--- config.mk ---
export PLATFORM = sky130hd
export DESIGN_NAME = boxcar_moving_average_top
export DESIGN_NICKNAME = d
export VERILOG_FILES = /design/src/bma_pkg.sv /design/src/boxcar_moving_average_top.sv /design/src/bma_ring.sv /design/src/bma_accum.sv /design/src/bma_divide.sv /design/src/bma_outq.sv
export SDC_FILE = /design/constraint.sdc
export NUM_CORES = 1
export LEC_CHECK = 0
export BUFFER_PORTS_ARGS = -buffer_cell sky130_fd_sc_hd__buf_2
export CAP_MARGIN = 20
export CORE_MARGIN = 4
export CORE_UTILIZATION = 34
export CTS_BUF_LIST = sky130_fd_sc_hd__clkbuf_4
export DETAILED_ROUTE_END_ITERATION = 16
export GPL_ROUTABILITY_DRIVEN = 0
export PLACE_DENSITY_LB_ADDON = 0.08
export SYNTH_ARGS = -nofsm -noshare
export SYNTH_HDL_FRONTEND = slang
export SYNTH_SLANG_ARGS = --single-unit
--- constraint.sdc ---
create_clock -name clock -period 3.69 [get_ports clock]
set_input_delay 0.5535 -clock clock [delete_from_list [all_inputs] [get_ports clock]]
set_output_delay 0.5535 -clock clock [all_outputs]
set_load 0.02 [all_outputs]
--- src/bma_pkg.sv ---
`timescale 1ns / 1ps
// Shared constants, types and codes for the boxcar moving average block.
package bma_pkg;

   localparam int DATA_W = 16;
   localparam int WINDOW_LENGTH_DEF = 8;

   // Result queue depth covers every beat that can be in flight at once.
   localparam int OUTQ_DEPTH = 6;
   localparam int OUTQ_PTR_W = $clog2(OUTQ_DEPTH);
   localparam int OUTQ_CNT_W = $clog2(OUTQ_DEPTH + 1);

   localparam logic ACTION_PRELOAD = 1'b0;
   localparam logic ACTION_SAMPLE  = 1'b1;

   typedef struct packed {
      logic              valid;
      logic              action;
      logic [DATA_W-1:0] value;
      logic              use_mem;
      logic [DATA_W-1:0] alt;
      logic              full;
   } bma_issue_type;

   typedef struct packed {
      logic [DATA_W-1:0] average;
      logic              window_full;
   } bma_result_type;

endpackage

--- src/boxcar_moving_average_top.sv ---
`timescale 1ns / 1ps
// Boxcar moving average top level: ring control, running sum, divider, result queue.
// A request beat passes through the accumulator input and sum registers and the
// divider magnitude and product registers into the result queue. Throughput: one
// beat per cycle while credits remain; req_stall holds requests once they run out.
// Reset (synchronous, active high) empties the pipeline and the result queue,
// zeroes the window and clears signed mode; no clearing pass is needed.
module boxcar_moving_average_top
   import bma_pkg::*;
#(
   parameter int WINDOW_LENGTH = WINDOW_LENGTH_DEF
) (
   input  logic              clock,
   input  logic              reset,
   input  logic              req_valid,
   output logic              req_stall,
   input  logic              req_action,
   input  logic [DATA_W-1:0] req_value,
   output logic              rsp_valid,
   input  logic              rsp_stall,
   output logic [DATA_W-1:0] rsp_average,
   output logic              rsp_window_full,
   input  logic              csr_valid,
   output logic              csr_ready,
   input  logic              csr_signed_mode
);

   localparam int AW = (WINDOW_LENGTH > 1) ? $clog2(WINDOW_LENGTH) : 1;
   localparam int K  = DATA_W + $clog2(WINDOW_LENGTH);

   // Control state that advances as each beat is taken. The ring itself is
   // never swept on a preload: an entry is read from memory only once the
   // ring has wrapped, which guarantees it was written since the preload.
   // Before that, the overwritten entry still holds the preload value.
   logic              mode_ff;
   logic [AW-1:0]     pos_ff, pos_in;
   logic              full_ff, full_in;
   logic [DATA_W-1:0] fill_ff;
   logic              last_sample_ff;
   logic [AW-1:0]     last_addr_ff;
   logic [DATA_W-1:0] last_value_ff;
   logic [OUTQ_CNT_W-1:0] credit_ff, credit_in;

   logic              req_accept;
   logic              rsp_accept;
   logic              wrap;
   logic              fwd;
   bma_issue_type     issue;

   logic              wr_en;
   logic [AW-1:0]     wr_addr;
   logic [DATA_W-1:0] wr_data;
   logic [DATA_W-1:0] rd_data;

   logic              acc_valid;
   logic              acc_full;
   logic signed [K:0] acc_sum;

   logic              div_valid;
   bma_result_type    div_result;
   bma_result_type    head_data;

   // The configuration register can always be written; the user must change it only
   // while no beat is in flight, as the block itself does not enforce this.
   assign csr_ready = 1'b1;

   always_ff @(posedge clock) begin
      if (reset) begin
         mode_ff <= 1'b0;
      end else if (csr_valid && csr_ready) begin
         mode_ff <= csr_signed_mode;
      end
   end

   // Credit counter: beats taken but not yet delivered. The result queue is
   // deep enough for every credit, so the pipeline itself never stalls and
   // the request side keeps a full rate while the response side drains.
   assign req_accept = req_valid && !req_stall;
   assign rsp_accept = rsp_valid && !rsp_stall;
   assign req_stall  = (credit_ff >= OUTQ_CNT_W'(OUTQ_DEPTH));

   always_comb begin
      case ({req_accept, rsp_accept})
         2'b10:   credit_in = credit_ff + 1'b1;
         2'b01:   credit_in = credit_ff - 1'b1;
         default: credit_in = credit_ff;
      endcase
   end

   // Write position and window-full flag. The flag sets on the first wrap
   // and stays set until the next preload.
   assign wrap = (pos_ff == AW'(WINDOW_LENGTH - 1));

   always_comb begin
      pos_in  = pos_ff;
      full_in = full_ff;
      if (req_accept) begin
         if (req_action == ACTION_PRELOAD) begin
            pos_in  = '0;
            full_in = 1'b0;
         end else begin
            pos_in  = wrap ? '0 : pos_ff + 1'b1;
            full_in = full_ff || wrap;
         end
      end
   end

   // The memory read issued now sees the old contents of an entry that the
   // previous beat writes back in this same cycle. That only happens with a
   // one-entry window; the previous sample value is forwarded instead.
   assign fwd = last_sample_ff && (last_addr_ff == pos_ff);

   always_comb begin
      issue.valid   = req_accept;
      issue.action  = req_action;
      issue.value   = req_value;
      issue.use_mem = full_ff && !fwd;
      issue.alt     = fwd ? last_value_ff : fill_ff;
      issue.full    = full_in;
   end

   always_ff @(posedge clock) begin
      if (reset) begin
         pos_ff         <= '0;
         full_ff        <= 1'b0;
         fill_ff        <= '0;
         last_sample_ff <= 1'b0;
         credit_ff      <= '0;
      end else begin
         pos_ff         <= pos_in;
         full_ff        <= full_in;
         last_sample_ff <= req_accept && (req_action == ACTION_SAMPLE);
         credit_ff      <= credit_in;
         if (req_accept && (req_action == ACTION_PRELOAD)) begin
            fill_ff <= req_value;
         end
      end
      if (req_accept) begin
         last_addr_ff  <= pos_ff;
         last_value_ff <= req_value;
      end
   end

   bma_ring #(
      .WINDOW_LENGTH (WINDOW_LENGTH),
      .AW            (AW)
   ) u_ring (
      .clock   (clock),
      .wr_en   (wr_en),
      .wr_addr (wr_addr),
      .wr_data (wr_data),
      .rd_en   (req_accept),
      .rd_addr (pos_ff),
      .rd_data (rd_data)
   );

   // Running sums for both interpretations are kept, so a mode change
   // between windows needs no recomputation.
   bma_accum #(
      .WINDOW_LENGTH (WINDOW_LENGTH),
      .AW            (AW),
      .K             (K)
   ) u_accum (
      .clock       (clock),
      .reset       (reset),
      .signed_mode (mode_ff),
      .issue       (issue),
      .issue_addr  (pos_ff),
      .rd_data     (rd_data),
      .wr_en       (wr_en),
      .wr_addr     (wr_addr),
      .wr_data     (wr_data),
      .out_valid   (acc_valid),
      .out_full    (acc_full),
      .out_sum     (acc_sum)
   );

   bma_divide #(
      .WINDOW_LENGTH (WINDOW_LENGTH),
      .K             (K)
   ) u_divide (
      .clock      (clock),
      .reset      (reset),
      .in_valid   (acc_valid),
      .in_full    (acc_full),
      .in_sum     (acc_sum),
      .out_valid  (div_valid),
      .out_result (div_result)
   );

   bma_outq u_outq (
      .clock      (clock),
      .reset      (reset),
      .push       (div_valid),
      .push_data  (div_result),
      .pop        (rsp_accept),
      .head_valid (rsp_valid),
      .head_data  (head_data)
   );

   assign rsp_average     = head_data.average;
   assign rsp_window_full = head_data.window_full;

endmodule

--- src/bma_ring.sv ---
`timescale 1ns / 1ps
// Sample ring memory with one write port and one registered read port.
module bma_ring
   import bma_pkg::*;
#(
   parameter int WINDOW_LENGTH = WINDOW_LENGTH_DEF,
   parameter int AW = 1
) (
   input  logic              clock,
   input  logic              wr_en,
   input  logic [AW-1:0]     wr_addr,
   input  logic [DATA_W-1:0] wr_data,
   input  logic              rd_en,
   input  logic [AW-1:0]     rd_addr,
   output logic [DATA_W-1:0] rd_data
);

   logic [DATA_W-1:0] mem [WINDOW_LENGTH];
   logic [DATA_W-1:0] rd_data_ff;

   always_ff @(posedge clock) begin
      if (wr_en) begin
         mem[wr_addr] <= wr_data;
      end
      if (rd_en) begin
         rd_data_ff <= mem[rd_addr];
      end
   end

   assign rd_data = rd_data_ff;

endmodule

--- src/bma_accum.sv ---
`timescale 1ns / 1ps
// Running-sum stage: retires one beat per cycle and writes the sample back.
module bma_accum
   import bma_pkg::*;
#(
   parameter int WINDOW_LENGTH = WINDOW_LENGTH_DEF,
   parameter int AW = 1,
   parameter int K = DATA_W
) (
   input  logic                clock,
   input  logic                reset,
   input  logic                signed_mode,
   input  bma_issue_type       issue,
   input  logic [AW-1:0]       issue_addr,
   input  logic [DATA_W-1:0]   rd_data,
   output logic                wr_en,
   output logic [AW-1:0]       wr_addr,
   output logic [DATA_W-1:0]   wr_data,
   output logic                out_valid,
   output logic                out_full,
   output logic signed [K:0]   out_sum
);

   bma_issue_type      s1_ff;
   logic [AW-1:0]      s1_addr_ff;
   logic [K-1:0]       usum_ff, usum_in;
   logic signed [K:0]  ssum_ff, ssum_in;
   logic [DATA_W-1:0]  old_value;
   logic signed [K:0]  old_ext, new_ext;
   logic               out_valid_ff, out_full_ff;
   logic signed [K:0]  out_sum_ff, out_sum_in;

   always_ff @(posedge clock) begin
      if (reset) begin
         s1_ff.valid <= 1'b0;
      end else begin
         s1_ff.valid <= issue.valid;
      end
      s1_ff.action  <= issue.action;
      s1_ff.value   <= issue.value;
      s1_ff.use_mem <= issue.use_mem;
      s1_ff.alt     <= issue.alt;
      s1_ff.full    <= issue.full;
      s1_addr_ff    <= issue_addr;
   end

   // The overwritten entry comes from memory once the ring is full, else
   // from the preload value or the beat that just wrote the same entry.
   assign old_value = s1_ff.use_mem ? rd_data : s1_ff.alt;
   assign old_ext   = (K+1)'($signed(old_value));
   assign new_ext   = (K+1)'($signed(s1_ff.value));

   always_comb begin
      usum_in = usum_ff;
      ssum_in = ssum_ff;
      if (s1_ff.valid) begin
         if (s1_ff.action == ACTION_PRELOAD) begin
            usum_in = K'(s1_ff.value) * K'(WINDOW_LENGTH);
            ssum_in = new_ext * $signed((K+1)'(WINDOW_LENGTH));
         end else begin
            usum_in = usum_ff - K'(old_value) + K'(s1_ff.value);
            ssum_in = ssum_ff - old_ext + new_ext;
         end
      end
      out_sum_in = signed_mode ? ssum_in : $signed({1'b0, usum_in});
   end

   always_ff @(posedge clock) begin
      if (reset) begin
         usum_ff      <= '0;
         ssum_ff      <= '0;
         out_valid_ff <= 1'b0;
      end else begin
         usum_ff      <= usum_in;
         ssum_ff      <= ssum_in;
         out_valid_ff <= s1_ff.valid;
      end
      out_full_ff <= s1_ff.full;
      out_sum_ff  <= out_sum_in;
   end

   assign wr_en     = s1_ff.valid && (s1_ff.action == ACTION_SAMPLE);
   assign wr_addr   = s1_addr_ff;
   assign wr_data   = s1_ff.value;
   assign out_valid = out_valid_ff;
   assign out_full  = out_full_ff;
   assign out_sum   = out_sum_ff;

endmodule

--- src/bma_divide.sv ---
`timescale 1ns / 1ps
// Division of the window sum by the window length via reciprocal multiply.
module bma_divide
   import bma_pkg::*;
#(
   parameter int WINDOW_LENGTH = WINDOW_LENGTH_DEF,
   parameter int K = DATA_W
) (
   input  logic              clock,
   input  logic              reset,
   input  logic              in_valid,
   input  logic              in_full,
   input  logic signed [K:0] in_sum,
   output logic              out_valid,
   output bma_result_type    out_result
);

   localparam int L  = $clog2(WINDOW_LENGTH);
   localparam int S  = K + L;
   localparam int MW = K + 2;
   localparam int PW = K + MW;
   localparam logic [63:0] SCALE      = 64'd1 << S;
   localparam logic [63:0] RECIP_FULL =
      (SCALE + 64'(WINDOW_LENGTH) - 64'd1) / 64'(WINDOW_LENGTH);
   localparam logic [MW-1:0] RECIP = RECIP_FULL[MW-1:0];

   logic              mag_valid_ff, mag_neg_ff, mag_full_ff;
   logic [K-1:0]      mag_ff, mag_in;
   logic              prod_valid_ff, prod_neg_ff, prod_full_ff;
   logic [PW-1:0]     prod_ff, prod_in;
   logic [DATA_W-1:0] quotient;

   // Truncation toward zero: divide the magnitude, then restore the sign.
   assign mag_in  = in_sum[K] ? K'(-in_sum) : in_sum[K-1:0];
   assign prod_in = PW'(mag_ff) * PW'(RECIP);

   always_ff @(posedge clock) begin
      if (reset) begin
         mag_valid_ff  <= 1'b0;
         prod_valid_ff <= 1'b0;
      end else begin
         mag_valid_ff  <= in_valid;
         prod_valid_ff <= mag_valid_ff;
      end
      mag_ff       <= mag_in;
      mag_neg_ff   <= in_sum[K];
      mag_full_ff  <= in_full;
      prod_ff      <= prod_in;
      prod_neg_ff  <= mag_neg_ff;
      prod_full_ff <= mag_full_ff;
   end

   assign quotient               = prod_ff[S +: DATA_W];
   assign out_valid              = prod_valid_ff;
   assign out_result.average     = prod_neg_ff ? (DATA_W'(0) - quotient) : quotient;
   assign out_result.window_full = prod_full_ff;

endmodule

--- src/bma_outq.sv ---
`timescale 1ns / 1ps
// Result queue that decouples the pipeline from the response stall.
module bma_outq
   import bma_pkg::*;
(
   input  logic           clock,
   input  logic           reset,
   input  logic           push,
   input  bma_result_type push_data,
   input  logic           pop,
   output logic           head_valid,
   output bma_result_type head_data
);

   bma_result_type          entry_ff [OUTQ_DEPTH];
   logic [OUTQ_PTR_W-1:0]   wr_ptr_ff, wr_ptr_in;
   logic [OUTQ_PTR_W-1:0]   rd_ptr_ff, rd_ptr_in;
   logic [OUTQ_CNT_W-1:0]   count_ff, count_in;

   always_comb begin
      wr_ptr_in = wr_ptr_ff;
      rd_ptr_in = rd_ptr_ff;
      count_in  = count_ff;
      if (push) begin
         wr_ptr_in = (wr_ptr_ff == OUTQ_PTR_W'(OUTQ_DEPTH - 1)) ? '0 : wr_ptr_ff + 1'b1;
      end
      if (pop) begin
         rd_ptr_in = (rd_ptr_ff == OUTQ_PTR_W'(OUTQ_DEPTH - 1)) ? '0 : rd_ptr_ff + 1'b1;
      end
      case ({push, pop})
         2'b10:   count_in = count_ff + 1'b1;
         2'b01:   count_in = count_ff - 1'b1;
         default: count_in = count_ff;
      endcase
   end

   always_ff @(posedge clock) begin
      if (reset) begin
         wr_ptr_ff <= '0;
         rd_ptr_ff <= '0;
         count_ff  <= '0;
      end else begin
         wr_ptr_ff <= wr_ptr_in;
         rd_ptr_ff <= rd_ptr_in;
         count_ff  <= count_in;
      end
      if (push) begin
         entry_ff[wr_ptr_ff] <= push_data;
      end
   end

   assign head_valid = (count_ff != '0);
   assign head_data  = entry_ff[rd_ptr_ff];

endmodule

==> impl_metrics.env <==
export IMPL_run_status="finished, final reports clean"
export IMPL_grt_max_degree=47
export IMPL_grt_busiest_layer="met2"
export IMPL_detail_route_first_pass_iterations=5
export IMPL_critPathArrivalTime_ps=4280
export IMPL_timing_critical_path_fanout_max=5
export IMPL_worstMarginPinSlew_ps=911
export IMPL_max_slew_margin_rel_pct=39.2
export IMPL_share_of_cells_above_drive_strength_1_pct=29.8
export IMPL_setup_violations_final=0
export IMPL_initial_antenna_violation_count=3
export IMPL_grt_pass1_wl_um=74500
export IMPL_postSynthNetCount=1582
export IMPL_floorplan_die_area_um2=60100
export IMPL_place_detailed_instances=2341
export IMPL_critical_path_endpoint_type="flop"
export IMPL_synth_avg_cell_area_um2=12.9
export IMPL_drt_drc_violations_left=0
export IMPL_synth_ff_latch_count=440
export IMPL_timing_max_cap_violations=0
export IMPL_die_w_um=245
export IMPL_post_synth_edffs=265
export IMPL_final_max_slew_viol_count=0
export IMPL_worstHoldPathType="primary input to flop"
export IMPL_worst_slack_ps=107
export IMPL_crit_path_launch_type="flop"
export IMPL_number_of_global_route_vias_before_repair=12916
export IMPL_cell_area_after_synthesis_um2=19100
export IMPL_num_vias=12367
export IMPL_insertion_delay_to_the_later_sink_of_the_worst_skew_pair_ps=900
export IMPL_synth_seq_area_share_pct=59.9
export IMPL_clk_pin_slew_worst_paths_ps=70
export IMPL_tns_ps=0
export IMPL_ctsLongestPathBuffers=3
export IMPL_cts_htree_levels=3
export IMPL_cell_accounting_for_the_most_synthesized_area="sky130_fd_sc_hd__edfxtp_1"
export IMPL_switching_share_of_total_power_pct=28.7
export IMPL_timing_clock_skew_ps=74.2
export IMPL_syn2layout_area_growth_pct=21.4
export IMPL_power_net_switching_w=0.00351
export IMPL_core_um2=55400
export IMPL_io_pin_count=43
export IMPL_floorplan_row_count=86
export IMPL_totalWireLength_um=47500
export IMPL_final_nets=1837
export IMPL_clk_pwr_share_pct=33.9
export IMPL_power_sequential_fraction_pct=46.6
export IMPL_cts_root_buf="sky130_fd_sc_hd__clkbuf_4"
export IMPL_clock_tree_from_tritoncts="yes"
export IMPL_yosysTopAreaCellShare_pct=41.6
export IMPL_drt_iter0_markers=739
export IMPL_report_power_total_w=0.0122
export IMPL_maxClockFrequency_mhz=279
export IMPL_tritoncts_num_buffers=116
export IMPL_dp_final_hpwl_um=32200
export IMPL_place_port_buffers=41
export IMPL_netlist_cell_type_count=76
export IMPL_globalRouteTotalUtil_pct=16.1
export IMPL_worst_endpoint_required_ps=4390
export IMPL_layout_min_cycle_time_ps=3580
export IMPL_synth_warnings=0
export IMPL_rsz0062_at_grt="true"
export IMPL_finalHoldViolCount=0
export IMPL_floorplan_die_height_um=245
export IMPL_place_worst_setup_slack_ps=-389
export IMPL_grt_ovfl_total=0
export IMPL_static_leakage_power_nw=8.85
export IMPL_syn_inst=1479
export IMPL_critical_setup_path_class="flop to flop"
export IMPL_p_int_w=0.00873
export IMPL_drt_wirelength_per_cell_um=18.4
export IMPL_synth_area_top_cells="sky130_fd_sc_hd__edfxtp_1 42%, sky130_fd_sc_hd__dfxtp_1 18%, sky130_fd_sc_hd__mux4_2 5.8%"
export IMPL_gr_usage_met2_pct=26.8
export IMPL_layout_worst_path_cycle_share_pct=97.1
export IMPL_clock_sink_count=440
export IMPL_grt_use_met3_pct=3.66
export IMPL_synth_async_sr_flop_share_pct=0
export IMPL_powerDensity_nw_per_um2=527
export IMPL_initial_utilization_pct=34.5
export IMPL_grtUsageMet1_pct=21.0
export IMPL_route_antenna_remaining_nets=0
export IMPL_dominantRegCellSynth="sky130_fd_sc_hd__edfxtp_1"
export IMPL_detail_route_vias_per_cell=4.78
export IMPL_vdd_drop_max_v=0.000184
export IMPL_p_comb_share_pct=19.4
export IMPL_post_layout_nonfiller_instances=2585
==> per-layer routing <==
layer,wire (um),up-vias,part of all wire (%)
met5,13,-,0.027
met4,942,2,2.0
met3,1770,70,3.7
met2,23000,203,48
met1,21800,6118,46
li1,-,5974,-
==> Yosys cell counts, drive strengths merged, types with 4 or more instances <==
master  count
a21o       14
nand2b     12
and2        4
nand3      20
or3        15
nor4        6
ha         43
and3        9
buf        16
nor3b       5
nand4       6
o22ai      10
xor2       17
o31ai      15
or2         8
or4         7
mux4       49
nor3       29
xnor2      35
dfxtp     175
o21a        8
edfxtp    265
o211a       4
mux2i      32
a21oi      87
clkbuf     44
nand2      85
nor2      104
inv       138
a211oi     15
a31oi       8
nor2b       5
mux2       49
o21ai      58
fa         37
==> timing repair <==
| action | 4_1_cts | 5_1_grt |
|---|---|---|
| endpoints found under the hold margin | 53 | 0 |
| setup endpoints to repair | 17 | 25 |
| buffers inserted | 0 | 3 |
| hold buffers | 19 | 0 |
| resized for setup | 14 | 61 |
| pin swaps | 0 | 26 |
| gates cloned | 0 | 1 |
==> kinds of logic (layout without fill, tap and decap cells) <==
group           Yosys count  in the layout  synth area share, %
fa+ha+maj                80             80                 6.69
simple gates            318            318                 7.87
mux                     130            130                 10.3
other cells               1              4               0.0196
buf+inv                 198            553                 3.96
compound gates          260            260                 8.82
flops                   440            440                 59.9
xor+xnor                 52             52                 2.38
==> registers in the layout (all words and copies together), names as in the netlist, 3 cells and up, named ones only <==
| signal | flops |
|---|---|
| u_accum.wr_addr | 3 |
| credit_ff | 3 |
| u_accum.wr_data | 16 |
| u_outq.count_ff | 3 |
| u_divide.mag_ff | 16 |
| last_addr_ff | 3 |
| u_accum.s1_ff | 20 |
| u_ring.rd_data | 16 |
| u_accum.out_sum | 20 |
| u_outq.rd_ptr_ff | 3 |
| u_outq.wr_ptr_ff | 3 |
| last_value_ff | 16 |
| u_outq.entry_ff | 102 |
| u_accum.usum_ff | 19 |
| pos_ff | 3 |
| u_ring.mem | 128 |
| u_accum.ssum_ff | 20 |
| fill_ff | 16 |
| u_divide.prod_ff | 16 |
==> final cells by class <==
cell class                 count  area (um^2)
timing repair buffer         197         1480
sequential                   440        11500
multi-input combinational    841         7340
fill                        5342        32200
antenna                        3         7.51
clock buffer                 171         1280
tap                          748          936
inverter                     138          518
clock inverter                47          195
==> worst max-delay path, cell delays in order, from the launching register on <==
cell,delay [ps]
sky130_fd_sc_hd__dfxtp_4,410
sky130_fd_sc_hd__clkbuf_16,160
sky130_fd_sc_hd__mux2_2,360
sky130_fd_sc_hd__fa_1,510
sky130_fd_sc_hd__inv_1,80
sky130_fd_sc_hd__ha_4,260
sky130_fd_sc_hd__o21ai_1,230
sky130_fd_sc_hd__a21oi_4,70
sky130_fd_sc_hd__buf_4,160
sky130_fd_sc_hd__o2111a_1,270
sky130_fd_sc_hd__or2_4,290
sky130_fd_sc_hd__a311o_1,350
sky130_fd_sc_hd__o211ai_1,140
sky130_fd_sc_hd__o32ai_2,140
==> cells in the final DEF, fill, tap and decap left out, types with 18 or more instances in the layout <==
cell / n
sky130_fd_sc_hd__buf_2: 41
sky130_fd_sc_hd__o21ai_0: 47
sky130_fd_sc_hd__a21oi_1: 78
sky130_fd_sc_hd__mux4_2: 49
sky130_fd_sc_hd__mux2i_1: 32
sky130_fd_sc_hd__inv_1: 136
sky130_fd_sc_hd__xnor2_1: 35
sky130_fd_sc_hd__buf_4: 133
sky130_fd_sc_hd__nand3_1: 18
sky130_fd_sc_hd__clkinv_1: 36
sky130_fd_sc_hd__dlygate4sd3_1: 19
sky130_fd_sc_hd__nand2_1: 82
sky130_fd_sc_hd__fa_1: 36
sky130_fd_sc_hd__ha_1: 33
sky130_fd_sc_hd__dfxtp_1: 171
sky130_fd_sc_hd__edfxtp_1: 265
sky130_fd_sc_hd__clkbuf_4: 171
sky130_fd_sc_hd__nor2_1: 100
sky130_fd_sc_hd__mux2_2: 45
sky130_fd_sc_hd__nor3_1: 19
==> final timing paths <==
check,slack (ps),startpoint,end,cells past startpoint
worst max-delay path,110,u_accum.s1_ff[17]$_DFF_P_,u_accum.out_sum[16]$_DFF_P_,13
worst min-delay path,120,reset,u_accum.out_valid$_SDFF_PP0_,2
worst max register to register,110,u_accum.s1_ff[17]$_DFF_P_,u_accum.out_sum[16]$_DFF_P_,13
worst min register to register,320,u_accum.s1_ff[0]$_DFF_P_,u_accum.out_full$_DFF_P_,0
==> per-stage QoR <==
stage	cell area [um^2]	hold slack, ps	util (%)
2_1_floorplan	19100	310	-
3_3_place_gp	21100	310	38.1
3_5_place_dp	21100	312	38.1
4_1_cts	22900	11.9	41.3
5_1_grt	23200	49.8	41.9
6_report	23200	122	41.9
==> power by group through the flow <==
| stage | Combinational, W | Clock, W | Sequential (W) |
|---|---|---|---|
| final | 0.00238 | 0.00416 | 0.00570 |
| after global placement | 0.00218 | 0 | 0.00582 |
| after global routing | 0.00266 | 0.00466 | 0.00573 |
| after detailed placement | 0.00219 | 0 | 0.00582 |
| after floorplan | 0.00142 | 0 | 0.00575 |
| after CTS | 0.00225 | 0.00435 | 0.00571 |
No activity file was read; power rests on OpenSTA's default activity.
